===== config.mk =====
export PLATFORM = sky130hd
export DESIGN_NAME = s20_fifo
export DESIGN_NICKNAME = d
export VERILOG_FILES = /design/src/rtl/s20_fifo.sv
export SDC_FILE = /design/constraint.sdc
export NUM_CORES = 1
export LEC_CHECK = 0
export BUFFER_PORTS_ARGS = -buffer_cell sky130_fd_sc_hd__buf_2
export CORE_MARGIN = 5
export CORE_UTILIZATION = 49
export DETAILED_ROUTE_END_ITERATION = 12
export PLACE_DENSITY = 0.86
export SYNTH_ARGS = -nofsm -noshare
export SYNTH_HDL_FRONTEND = slang
export SYNTH_SLANG_ARGS = --single-unit

===== constraint.sdc =====
create_clock -name i_clk -period 1.7 [get_ports i_clk]
set_input_delay 0.34 -clock i_clk [delete_from_list [all_inputs] [get_ports i_clk]]
set_output_delay 0.34 -clock i_clk [all_outputs]
set_load 0.05 [all_outputs]

===== src/rtl/s20_fifo.sv =====
// Small register-based queue of the Salsa20 core.
// Generic width and depth; used for the item queue and the result queue. No package use.
module s20_fifo #(
    parameter int WIDTH = 8,
    parameter int DEPTH = 2
) (
    input  logic             i_clk,
    input  logic             i_rst_n,
    input  logic             i_push,
    input  logic [WIDTH-1:0] i_data,
    output logic             o_full,
    output logic             o_empty,
    output logic [WIDTH-1:0] o_data,
    input  logic             i_pop
);

    localparam int PTR_W = (DEPTH > 1) ? $clog2(DEPTH) : 1;
    localparam int CNT_W = $clog2(DEPTH + 1);

    logic [WIDTH-1:0] r_mem [DEPTH];
    logic [PTR_W-1:0] r_wr_ptr, n_wr_ptr;
    logic [PTR_W-1:0] r_rd_ptr, n_rd_ptr;
    logic [CNT_W-1:0] r_count, n_count;
    logic             s_push_ok;
    logic             s_pop_ok;

    assign o_full    = (r_count == CNT_W'(DEPTH));
    assign o_empty   = (r_count == '0);
    assign o_data    = r_mem[r_rd_ptr];
    assign s_push_ok = i_push && !o_full;
    assign s_pop_ok  = i_pop && !o_empty;

    always_comb begin
        n_wr_ptr = r_wr_ptr;
        n_rd_ptr = r_rd_ptr;
        n_count  = r_count;
        if (s_push_ok) begin
            n_wr_ptr = (r_wr_ptr == PTR_W'(DEPTH - 1)) ? '0 : r_wr_ptr + 1'b1;
        end
        if (s_pop_ok) begin
            n_rd_ptr = (r_rd_ptr == PTR_W'(DEPTH - 1)) ? '0 : r_rd_ptr + 1'b1;
        end
        case ({s_push_ok, s_pop_ok})
            2'b10:   n_count = r_count + 1'b1;
            2'b01:   n_count = r_count - 1'b1;
            default: n_count = r_count;
        endcase
    end

    always_ff @(posedge i_clk) begin
        if (!i_rst_n) begin
            r_wr_ptr <= '0;
            r_rd_ptr <= '0;
            r_count  <= '0;
        end else begin
            r_wr_ptr <= n_wr_ptr;
            r_rd_ptr <= n_rd_ptr;
            r_count  <= n_count;
        end
    end

    always_ff @(posedge i_clk) begin
        if (s_push_ok) begin
            r_mem[r_wr_ptr] <= i_data;
        end
    end

endmodule


==> flow_metrics.py <==
metrics = {
    "routing": {
        "drc": 0,
        "drt_iter0_markers": 5,
        "ant_nets": 0,
        "wl_per_cell_um": 13.5,
        "firstDrtPassIters": 2,
        "routed_wl_mm": 1.23,
        "avgViaCountPerCell": 5.13,
        "vias": 467,
    },
    "placement": {
        "gp_congestion": 0.656,
        "dp_hpwl_um": 970,
        "io_buffers": 21,
        "place_inst": 87,
    },
    "synth": {
        "syn_area_per_cell_um2": 15.9,
        "synthTopCellsByCount": "edfxtp_1 (16), mux2_2 (8), dfxtp_1 (5)",
        "yosysMostFrequentCell": "edfxtp_1",
        "synth_area_leaders": "edfxtp_1 (59%), dfxtp_1 (12%), mux2_2 (11%), xnor2_1 (3.2%), a21boi_1 (1.9%)",
        "async_reset_ff_share_pct": 0,
        "synthesis.nets": 64,
        "synth_warnings": 0,
        "ys.flop_type": "edfxtp_1",
        "synth-seq-cells": 21,
        "yosysUniqueCellTypes": 18,
        "synth_cells": 51,
        "yosys.area.top_type": "edfxtp_1",
        "synth-seq-area-share_pct": 71.6,
        "synth_edf_count": 16,
        "synth_top_cell_area_share_pct": 59.3,
        "syn_area_um2": 811,
    },
    "sta": {
        "worst_pin_slew_ns": 0.367,
        "slew_violations": 0,
        "hold_viol": 0,
        "rsz0062_at_grt": "no",
        "max_freq_mhz": 624,
        "finalSetupTns_ns": 0,
        "whs_ns": 0.228,
        "slew_headroom_pct": 75.6,
        "period_share_pct": 94.3,
        "period_minus_slack_ns": 1.60,
        "skew_ns": 0.00632,
        "report.final.setup_viol": 0,
    },
    "floorplan": {
        "die_area_mm2": 0.00257,
        "die_h_um": 50.7,
        "row_count": 14,
        "die_w_um": 50.7,
        "io_pins": 22,
        "core-area_mm2": 0.00154,
        "start_util_pct": 52.6,
    },
    "final_layout": {
        "fillers": 126,
        "seq_area_um2": 584,
        "final_cells": 91,
        "syn2layout_area_growth_pct": 19.3,
        "nets": 89,
        "antennaDiodeCount": 0,
        "layout-drive-gt1-share_pct": 49.3,
        "multi_input_comb_area_um2": 215,
    },
    "run_status": {
        "status": "complete, no violations",
    },
    "grt": {
        "antenna_found_initial": 0,
        "gr-usage-all-layers_pct": 11.2,
        "grt_max_degree": 13,
        "grt_pass1_vias": 528,
        "grt_pass1_wl_mm": 2.24,
        "grt_overflow_total": 0,
    },
    "setup_path": {
        "path_max_fanout": 8,
        "endpoint_kind": "output port",
        "required_ns": 1.36,
        "critical_path_class": "flop to output port",
        "reg2reg_depth": 5,
        "cp-start-kind": "flop",
        "cp.arrival_ns": 1.26,
    },
    "clocking": {
        "cts_buffers": 3,
        "clk_latency_ns": 0.29,
        "htreeDepth": 1,
        "cts.sink_count": 21,
        "hold_buffers": 0,
        "cts_buffer_depth": 2,
        "cts_tree": "done",
        "cts_root_buf": "clkbuf_4",
        "cts.clk_slew.worst_paths_ns": 0.11,
    },
    "power_and_ir_drop": {
        "p_total_mw": 1.70,
        "power_density_mw_per_mm2": 1760,
        "ir_drop_mv": 1.05,
        "p_leak_nw": 0.379,
    },
    "hold_path": {
        "hold_path.class": "primary input to flop",
        "hold_depth": 1,
    },
    "flow_run": {
        "cap_violations": 0,
    },
}
-- power breakdown --
group,internal (mW),switching [mW],total (mW)
clock network,0.0875,0.132,0.220
registers,0.666,0.0736,0.740
logic,0.242,0.500,0.743
total,0.996,0.706,1.70
-- worst max-delay path, cell delays in order, from the launching register on --
cell and delay, ns:
dfxtp_4 0.42, mux2_2 0.34, buf_2 0.21
-- area by class of cell --
type                            count  area share [%]
Inverter                            3            1.55
Sequential cell                    21            60.4
Clock inverter                      1           0.517
Timing Repair Buffer               21            10.9
Clock buffer                        3            2.33
Multi-Input combinational cell     26            22.3
Tap cell                           16            2.07
-- cell usage in the layout (no fill, tap or decap), types with 2 or more instances in the layout --
cell,netlist,routed
nor2b_1,2,2
dfxtp_1,5,4
xnor2_1,3,3
buf_2,0,21
a21boi_1,2,2
edfxtp_1,16,16
clkbuf_4,0,3
o21ai_0,2,2
or3_1,2,2
mux2_2,8,8
-- cell families (layout without fill, tap and decap cells) --
family | Yosys count | after routing | synth area share (%)
and+or+nand+nor | 9 | 9 | 6.64
DFF | 21 | 21 | 71.6
adders and majority gates | 1 | 1 | 1.54
xor gates and xnor gates | 3 | 3 | 3.24
buffers and inverters | 4 | 28 | 1.85
AOI/OAI and AO/OA | 5 | 5 | 4.01
muxes | 8 | 8 | 11.1
-- path summary, 6_finish.rpt --
kind                            from                      end  slack [ns]
max                             flop                o_data[6]         0.1
max reg2reg  r_count[0]$_SDFFE_PN0P_  r_count[1]$_SDFFE_PN0P_        0.13
min                        i_data[7]    r_mem[0][7]$_DFFE_PP_        0.23
min reg2reg    r_wr_ptr$_SDFFE_PN0P_    r_wr_ptr$_SDFFE_PN0P_        0.52
-- registers in the layout, indices dropped and copies added, names as in the netlist, named ones only --
name      cells
r_rd_ptr      1
r_count       2
r_mem        16
r_wr_ptr      1
-- what timing repair did --
item	CTS	global route
resized for setup	1	2
setup endpoints to repair	8	9
setup buffers	0	0
-- layer usage --
layer | share of wire (%) | vias up | track usage [%]
met2 | 53 | 16 | 19.6
met1 | 38 | 215 | 12.6
met4 | 1.4 | 0 | 3.83
met3 | 7.5 | 2 | 3.85
met5 | 0 | - | 0
li1 | - | 234 | -
-- stage by stage --
stage	setup slack, ns	utilization, %	area (µm²)
final	0.0964	62.7	967
after floorplan	0.186	-	811
after detailed placement	0.126	60.5	932
after CTS	0.0330	62.3	961
after global routing	0.00551	62.7	967
after global placement	0.195	60.5	932
Note: power is estimated with default switching activity, not from simulation.
