`src/rtl/s20_pkg.sv`:
```
// Shared types and constants of the Salsa20/20 stream cipher core.
// Holds the configuration register codes, the engine states and the round schedule tables.
// No dependencies.
package s20_pkg;

    localparam int BYTE_W      = 8;
    localparam int WORD_W      = 32;
    localparam int NUM_WORDS   = 16;
    localparam int BLOCK_BYTES = 64;
    localparam int POS_W       = 7;
    localparam int STEP_W      = 7;
    localparam int ROUND_STEPS = 80;
    localparam int CFG_IDX_W   = 3;
    localparam int CFG_DATA_W  = 64;

    localparam logic [WORD_W-1:0] SIGMA0 = 32'h6170_7865;
    localparam logic [WORD_W-1:0] SIGMA1 = 32'h3320_646e;
    localparam logic [WORD_W-1:0] SIGMA2 = 32'h7962_2d32;
    localparam logic [WORD_W-1:0] SIGMA3 = 32'h6b20_6574;

    // Word indexes (a, b, c, d) of the four quarter rounds, column round then row round.
    localparam logic [3:0] QR_IDX [2][4][4] = '{
        '{'{4'd0,  4'd4,  4'd8,  4'd12},
          '{4'd5,  4'd9,  4'd13, 4'd1},
          '{4'd10, 4'd14, 4'd2,  4'd6},
          '{4'd15, 4'd3,  4'd7,  4'd11}},
        '{'{4'd0,  4'd1,  4'd2,  4'd3},
          '{4'd5,  4'd6,  4'd7,  4'd4},
          '{4'd10, 4'd11, 4'd8,  4'd9},
          '{4'd15, 4'd12, 4'd13, 4'd14}}
    };

    localparam int ROLE_A = 0;
    localparam int ROLE_B = 1;
    localparam int ROLE_C = 2;
    localparam int ROLE_D = 3;

    typedef enum logic [CFG_IDX_W-1:0] {
        CFG_KEY0  = 3'd0,
        CFG_KEY1  = 3'd1,
        CFG_KEY2  = 3'd2,
        CFG_KEY3  = 3'd3,
        CFG_NONCE = 3'd4,
        CFG_START = 3'd5
    } t_cfg_reg;

    typedef enum logic [1:0] {
        ST_IDLE,
        ST_ROUND,
        ST_FINAL
    } t_state;

    typedef struct packed {
        logic [CFG_DATA_W-1:0] key0;
        logic [CFG_DATA_W-1:0] key1;
        logic [CFG_DATA_W-1:0] key2;
        logic [CFG_DATA_W-1:0] key3;
        logic [CFG_DATA_W-1:0] nonce;
        logic [CFG_DATA_W-1:0] start;
    } t_cfg;

    typedef struct packed {
        logic                  valid;
        logic [CFG_IDX_W-1:0]  index;
        logic [CFG_DATA_W-1:0] data;
    } t_cfg_wr;

    // Classified input: the byte to XOR onto the keystream (zero for raw keystream).
    typedef struct packed {
        logic [BYTE_W-1:0] operand;
    } t_item;

    typedef struct packed {
        logic gen_busy;
        logic buf_empty;
    } t_back_stat;

    function automatic logic [WORD_W-1:0] rotl32(input logic [WORD_W-1:0] v,
                                                 input int unsigned n);
        return (v << n) | (v >> (WORD_W - n));
    endfunction

endpackage

```
`src/rtl/s20_fifo.sv`:
```
// Small register-based queue of the Salsa20 core.
// Generic width and depth; used for the item queue and the result queue. No package use.
module s20_fifo #(
    parameter int WIDTH = 8,
    parameter int DEPTH = 2
) (
    input  logic             i_clk,
    input  logic             i_rst_n,
    input  logic             i_push,
    input  logic [WIDTH-1:0] i_data,
    output logic             o_full,
    output logic             o_empty,
    output logic [WIDTH-1:0] o_data,
    input  logic             i_pop
);

    localparam int PTR_W = (DEPTH > 1) ? $clog2(DEPTH) : 1;
    localparam int CNT_W = $clog2(DEPTH + 1);

    logic [WIDTH-1:0] r_mem [DEPTH];
    logic [PTR_W-1:0] r_wr_ptr, n_wr_ptr;
    logic [PTR_W-1:0] r_rd_ptr, n_rd_ptr;
    logic [CNT_W-1:0] r_count, n_count;
    logic             s_push_ok;
    logic             s_pop_ok;

    assign o_full    = (r_count == CNT_W'(DEPTH));
    assign o_empty   = (r_count == '0);
    assign o_data    = r_mem[r_rd_ptr];
    assign s_push_ok = i_push && !o_full;
    assign s_pop_ok  = i_pop && !o_empty;

    always_comb begin
        n_wr_ptr = r_wr_ptr;
        n_rd_ptr = r_rd_ptr;
        n_count  = r_count;
        if (s_push_ok) begin
            n_wr_ptr = (r_wr_ptr == PTR_W'(DEPTH - 1)) ? '0 : r_wr_ptr + 1'b1;
        end
        if (s_pop_ok) begin
            n_rd_ptr = (r_rd_ptr == PTR_W'(DEPTH - 1)) ? '0 : r_rd_ptr + 1'b1;
        end
        case ({s_push_ok, s_pop_ok})
            2'b10:   n_count = r_count + 1'b1;
            2'b01:   n_count = r_count - 1'b1;
            default: n_count = r_count;
        endcase
    end

    always_ff @(posedge i_clk) begin
        if (!i_rst_n) begin
            r_wr_ptr <= '0;
            r_rd_ptr <= '0;
            r_count  <= '0;
        end else begin
            r_wr_ptr <= n_wr_ptr;
            r_rd_ptr <= n_rd_ptr;
            r_count  <= n_count;
        end
    end

    always_ff @(posedge i_clk) begin
        if (s_push_ok) begin
            r_mem[r_wr_ptr] <= i_data;
        end
    end

endmodule

```
`src/rtl/s20_front.sv`:
```
// Front end of the Salsa20 core: takes input bytes, classifies them, queues them.
// Depends on s20_pkg and s20_fifo.
module s20_front import s20_pkg::*; #(
    parameter int DEPTH = 2
) (
    input  logic              i_clk,
    input  logic              i_rst_n,
    input  logic              i_push,
    output logic              o_full,
    input  logic [BYTE_W-1:0] i_data_byte,
    input  logic              i_keystream_only,
    output logic              o_valid,
    output t_item             o_item,
    input  logic              i_take
);

    t_item                     s_item;
    logic [$bits(t_item)-1:0]  s_q_data;
    logic                      s_q_empty;

    // Raw keystream requests XOR with zero.
    assign s_item.operand = i_keystream_only ? '0 : i_data_byte;

    s20_fifo #(
        .WIDTH ($bits(t_item)),
        .DEPTH (DEPTH)
    ) u_queue (
        .i_clk   (i_clk),
        .i_rst_n (i_rst_n),
        .i_push  (i_push),
        .i_data  (s_item),
        .o_full  (o_full),
        .o_empty (s_q_empty),
        .o_data  (s_q_data),
        .i_pop   (i_take)
    );

    assign o_valid = !s_q_empty;
    assign o_item  = t_item'(s_q_data);

endmodule

```
`config.mk`:
```
export PLATFORM = sky130hd
export DESIGN_NAME = s20_front
export DESIGN_NICKNAME = d
export VERILOG_FILES = /design/src/rtl/s20_pkg.sv /design/src/rtl/s20_fifo.sv /design/src/rtl/s20_front.sv
export SDC_FILE = /design/constraint.sdc
export NUM_CORES = 1
export LEC_CHECK = 0
export BUFFER_PORTS_ARGS = -buffer_cell sky130_fd_sc_hd__buf_2
export CAP_MARGIN = 10
export CORE_MARGIN = 4
export CORE_UTILIZATION = 44
export DETAILED_ROUTE_END_ITERATION = 12
export PLACE_DENSITY_LB_ADDON = 0.05
export SETUP_SLACK_MARGIN = 0.2
export SLEW_MARGIN = 20
export SYNTH_ARGS = -nofsm -noshare
export SYNTH_HDL_FRONTEND = slang
export SYNTH_SLANG_ARGS = --single-unit
```
`constraint.sdc`:
```
create_clock -name i_clk -period 1.5 [get_ports i_clk]
set_clock_uncertainty 0.05 [all_clocks]
set_input_delay 0.375 -clock i_clk [delete_from_list [all_inputs] [get_ports i_clk]]
set_output_delay 0.375 -clock i_clk [all_outputs]
set_load 0.02 [all_outputs]
```
==> results of run 1 <==
[registers in the layout, summed over array words and instances, names as in the netlist, named ones only]
| signal | count |
|---|---|
| u_queue.r_count | 2 |
| u_queue.r_mem | 16 |
| u_queue.r_rd_ptr | 1 |
| u_queue.r_wr_ptr | 1 |
[worst max path at each step]
stage	depth (start not counted)	to	slack (ns)
after global routing	3	o_item[0]	-0.18
after global placement	6	u_queue.r_count[1]$_SDFFE_PN0P_	0.03
after floorplan	5	u_queue.r_count[1]$_SDFFE_PN0P_	0.10
after detailed placement	6	u_queue.r_count[1]$_SDFFE_PN0P_	-0.01
after CTS	3	o_item[2]	-0.16
final	3	o_item[6]	-0.14
[synth_stat cells (all sizes together)]
master,number,share of area (%)
ha,1,1.5
xor2,1,1.0
o21ai,2,1.2
inv,4,1.8
nor2b,8,5.9
or2,1,0.73
mux2,8,11
xnor2,2,2.1
o21a,1,0.88
edfxtp,16,56
nor2,3,1.3
clkbuf,1,0.44
and3,1,0.73
nand2b,1,1.0
nand2,1,0.44
dfxtp,5,12
or3,2,1.5
a21oi,2,1.2
[layer usage]
metal / track usage (%) / vias up / wire length [um]
li1: - / 268 / -
met2: 24.1 / 13 / 826
met5: 0 / - / 0
met4: 6.55 / 0 / 17
met1: 13.2 / 248 / 560
met3: 2.87 / 2 / 72
[final cells by class]
type,instances,area [um^2]
Tap cell,25,31.3
Timing Repair Buffer,26,219
Fill cell,139,561
Clock buffer,3,22.5
Inverter,4,25.0
Clock inverter,1,5.00
Multi-Input combinational cell,34,330
Sequential cell,21,589
[through the flow]
step           worst slack [ns]  setup TNS, ns  util, %
2_1_floorplan             0.103              0        -
3_3_place_gp             0.0325              0     57.8
3_5_place_dp           -0.00964       -0.00964     57.8
4_1_cts                  -0.159          -1.25     67.6
5_1_grt                  -0.183          -1.43     68.6
6_report                 -0.138          -1.09     68.6
[repair_timing]
| action | in CTS | in global routing |
|---|---|---|
| endpoints found under the setup margin | 27 | 28 |
| endpoints found under the hold margin | 0 | 0 |
| setup buffers | 3 | 0 |
| resized for setup | 38 | 4 |
| pin swaps | 7 | 4 |
[worst max-delay path: stages, from the launching register on]
cell and delay, ns:
dfxtp_2 0.36, buf_12 0.13, mux2_4 0.30, buf_6 0.13
[kinds of logic (layout without fill, tap and decap cells)]
group                      after synthesis  count (layout)  synth area share, %
and+or+nand+nor                         17              17                 11.6
adders and majority gates                1               1                 1.46
muxes                                    8               8                 10.5
buffers and inverters                    5              34                 2.20
AOI/OAI and AO/OA                        5               5                 3.22
xor gates and xnor gates                 3               3                 3.08
DFF                                     21              21                 67.9
[report_power, final]
part / total [uW] / internal [uW] / leakage, uW / switching (uW)
clock network: 255 / 99.0 / 0.0000177 / 156
logic: 1100 / 631 / 0.000286 / 471
registers: 839 / 771 / 0.000196 / 68.0
total: 2200 / 1500 / 0.000500 / 695
==> results.cfg, run 1 <==
[run_status]
status = finished with violations
violations = setup timing

[worst_setup_path]
critPathKind = flip-flop to output pin
reg2reg_setup_slack_ns = 0.05
start_kind = flip-flop
worstPathRequired_ns = 1.07
r2r_start = u_queue.r_count[0]$_SDFFE_PN0P_
cp_max_fo = 8
cp.arrival_ns = 1.21
rr_worst_depth = 5
r2r-end = u_queue.r_count[1]$_SDFFE_PN0P_
end_kind = output pin

[global_route]
antenna_found_initial = 0
grt_usage_pct = 12.9
grt_max_degree = 13
grt_pass1_vias = 573
grt_pass1_wl_um = 2440
grt-ovfl-total = 0

[timing]
hold_slack_ns = 0.334
finalSetupViolCount = 8
fin_crit_sh_pct = 109
slew_headroom_pct = 83.6
fmax_mhz = 610
layout_setup_ws_ns = -0.138
rsz0062_at_grt = true
layout_min_cycle_time_ns = 1.64
report.final.hold_viol_count = 0
worst_slew_pin_slew_ns = 0.244
drv_slew = 0

[run]
drv_cap = 0

[place]
postPlaceCellArea_um2 = 1030
dp_cells = 107
gp_congestion = 0.671
port-buffer-count = 22

[route]
drcViolationCount = 0
vias_per_cell = 4.66
routed_wl_um = 1480
vias = 531
antenna_left = 0
drt-wirelength-per-cell_um = 12.9
first_pass_iters = 2
drt_iter0_drc = 6

[min_path]
min_path_type = input port to flip-flop
min_to = u_queue.r_rd_ptr$_SDFFE_PN0P_
holdCritStartpoint = i_rst_n
whs_path_depth = 3

[die]
dieArea_um2 = 2710
io_pins = 23
chipWidth_um = 52.1
initial_utilization_pct = 47.9
core_um2 = 1780
die_h_um = 52.1
num_rows = 15

[logic_synthesis]
ys_types = 19
avgSynthCellArea_um2 = 14.2
netlist_area_um2 = 855
synth-seq-area-share_pct = 67.9
synth-seq-cells = 21
postSynthCellCount = 60
syn_nets = 74
yosysWarnings = 0

[cells_and_area]
drive_gt1_share_pct = 58.4
fin_area_um2 = 1220
layout_commonest_cell = edfxtp_1
final_cell_mix = edfxtp_1 (16), buf_2 (12), buf_6 (11), mux2_4 (8), nor2b_1 (8)
layout.cells.non_filler = 114
antenna_cells = 0
layout.nets = 104
area_delta_synth_final_pct = 43.0

[pwr]
peakVddDrop_uv = 1440
power_density_nw_per_um2 = 1800
total_power_uw = 2200
p_leak_uw = 0.000500

[clock_tree]
path_clk_slew_ns = 0.11
htreeDepth = 1
clk_latency_ns = 0.29
cts_buffers = 3
hold_buffers = 0
cts_sinks = 21
cts_tree = yes
root_buffer = clkbuf_4
cts.path.max_buffers = 2
Power figures use the tool's default switching activity.
==> run 2, diff against run 1 <==
--- a/config.mk
+++ b/config.mk
@@ -8,7 +8,8 @@
 export BUFFER_PORTS_ARGS = -buffer_cell sky130_fd_sc_hd__buf_2
 export CAP_MARGIN = 10
 export CORE_MARGIN = 4
-export CORE_UTILIZATION = 44
+export CORE_UTILIZATION = 47
+export CTS_BUF_LIST = sky130_fd_sc_hd__clkbuf_2 sky130_fd_sc_hd__clkbuf_4 sky130_fd_sc_hd__clkbuf_8
 export DETAILED_ROUTE_END_ITERATION = 12
 export PLACE_DENSITY_LB_ADDON = 0.05
 export SETUP_SLACK_MARGIN = 0.2
==> results.cfg, run 2 (synthesized netlist as in run 1, its figures left out) <==
[run_status]
status = finished with violations
violations = setup timing

[place]
port-buffer-count = 22
gp_congestion = 0.690
pre_cts_slack_ns = -0.0253
hpwl_um = 1000

[worst_setup_path]
start_kind = flip-flop
end_kind = output pin
reg2reg_setup_slack_ns = 0.05
rr_worst_depth = 5
critPathKind = flip-flop to output pin
cp.arrival_ns = 1.22
r2r-end = u_queue.r_count[1]$_SDFFE_PN0P_
cp_max_fo = 8
r2r_start = u_queue.r_count[0]$_SDFFE_PN0P_
worstPathRequired_ns = 1.07

[timing]
finalSetupViolCount = 8
setup_tns_ns = -1.12
report.final.hold_viol_count = 0
fin_crit_sh_pct = 110
slew_headroom_pct = 86.9
drv_slew = 0
worst_slew_pin_slew_ns = 0.197
layout_min_cycle_time_ns = 1.65
layout_setup_ws_ns = -0.150
rsz0062_at_grt = true
fmax_mhz = 606

[pwr]
intPower_uw = 1470
total_power_uw = 2140
power.share.sequential_pct = 39.5
peakVddDrop_uv = 1070
power_density_nw_per_um2 = 1780
p_leak_uw = 0.000492
power.switching_uw = 669
power_switching_share_pct = 31.3
clkPwrFrac_pct = 12.8
comb_power_share_pct = 47.7

[die]
io_pins = 23
chipWidth_um = 50.6
die_h_um = 50.6
core_um2 = 1730
num_rows = 15
dieArea_um2 = 2560
initial_utilization_pct = 49.5

[min_path]
holdCritStartpoint = i_rst_n
whs_path_depth = 3
min_to = u_queue.r_rd_ptr$_SDFFE_PN0P_
min_path_type = input port to flip-flop

[clock_tree]
cts.path.max_buffers = 2
hold_buffers = 0
cts_sinks = 21
clk_latency_ns = 0.29
path_clk_slew_ns = 0.10
root_buffer = clkbuf_4
cts_buffers = 3
cts_tree = yes
htreeDepth = 1

[cells_and_area]
layout_commonest_cell = edfxtp_1
largest_reg_flops = 16
antenna_cells = 0
layout.nets = 103
final_cell_mix = edfxtp_1 (16), buf_2 (12), buf_6 (10), mux2_4 (8), nor2b_1 (8)
drive_gt1_share_pct = 54.5
top_regs = u_queue.r_mem x16, u_queue.r_count x2
area_delta_synth_final_pct = 40.7
top_register = u_queue.r_mem

[global_route]
grt-ovfl-total = 0
grt_usage_pct = 13.1
antenna_found_initial = 0
grt_pass1_vias = 547
grt_pass1_wl_um = 2390
grt_max_degree = 12

[route]
routed.top_layer = met4
routed_wl_um = 1500
routed-wl-met2_um = 813
antenna_left = 0
route.met3.wl_um = 72
vias = 534
drt-wirelength-per-cell_um = 13.2
drcViolationCount = 0
first_pass_iters = 3
drt_iter0_drc = 2
vias_per_cell = 4.73
wl_met1_um = 588

[run]
drv_cap = 0
-- run 2: worst max-delay path, cell delays in order (launching register included) --
cell     delay, ns
dfxtp_2       0.35
buf_12        0.13
mux2_4        0.31
buf_6         0.13
-- run 2: per-stage QoR --
| stage | utilization, % | instance area (um^2) | cells | hold slack, ns |
|---|---|---|---|---|
| final | 69.6 | 1200 | 113 | 0.321 |
| after global routing | 69.6 | 1200 | 113 | 0.353 |
| after CTS | 69.3 | 1200 | 113 | 0.323 |
| after detailed placement | 59.7 | 1030 | 107 | 0.439 |
| after global placement | 59.7 | 1030 | 107 | 0.432 |
| after floorplan | - | 875 | 60 | 0.413 |
-- run 2: cell type report --
class	count	area [um^2]
Tap cell	25	31.3
Clock buffer	4	30.0
Multi-Input combinational cell	34	319
Inverter	4	25.0
Timing Repair Buffer	25	208
Fill cell	129	524
Sequential cell	21	589
-- run 2: layer usage --
metal / up-vias / global-route usage (%)
li1: 265 / -
met1: 253 / 13.0
met2: 14 / 25.4
met3: 2 / 3.26
met4: 0 / 5.38
met5: - / 0
-- run 2: how the worst max path moves through the flow --
stage | start | to | slack, ns | cells after the start
CTS | flip-flop | o_item[4] | -0.15 | 3
finish | flip-flop | o_item[4] | -0.15 | 3
floorplan | u_queue.r_count[1]$_SDFFE_PN0P_ | u_queue.r_count[1]$_SDFFE_PN0P_ | 0.10 | 5
global placement | i_take | u_queue.r_count[1]$_SDFFE_PN0P_ | 0.03 | 6
global route | flip-flop | o_item[4] | -0.19 | 3
detailed placement | i_take | u_queue.r_count[1]$_SDFFE_PN0P_ | -0.03 | 6
-- run 2: repair_timing --
action / CTS / global route
gates resized for setup: 37 / 2
setup endpoints to repair: 27 / 19
pin swaps: 5 / 3
setup buffers: 2 / 0
-- run 2: power by group through the flow --
| stage | registers, uW | logic [uW] | clock network [uW] |
|---|---|---|---|
| after CTS | 844 | 1010 | 281 |
| after global placement | 834 | 705 | 0 |
| after global routing | 858 | 1100 | 294 |
| after detailed placement | 839 | 712 | 0 |
| final | 844 | 1020 | 273 |
| after floorplan | 816 | 516 | 0 |
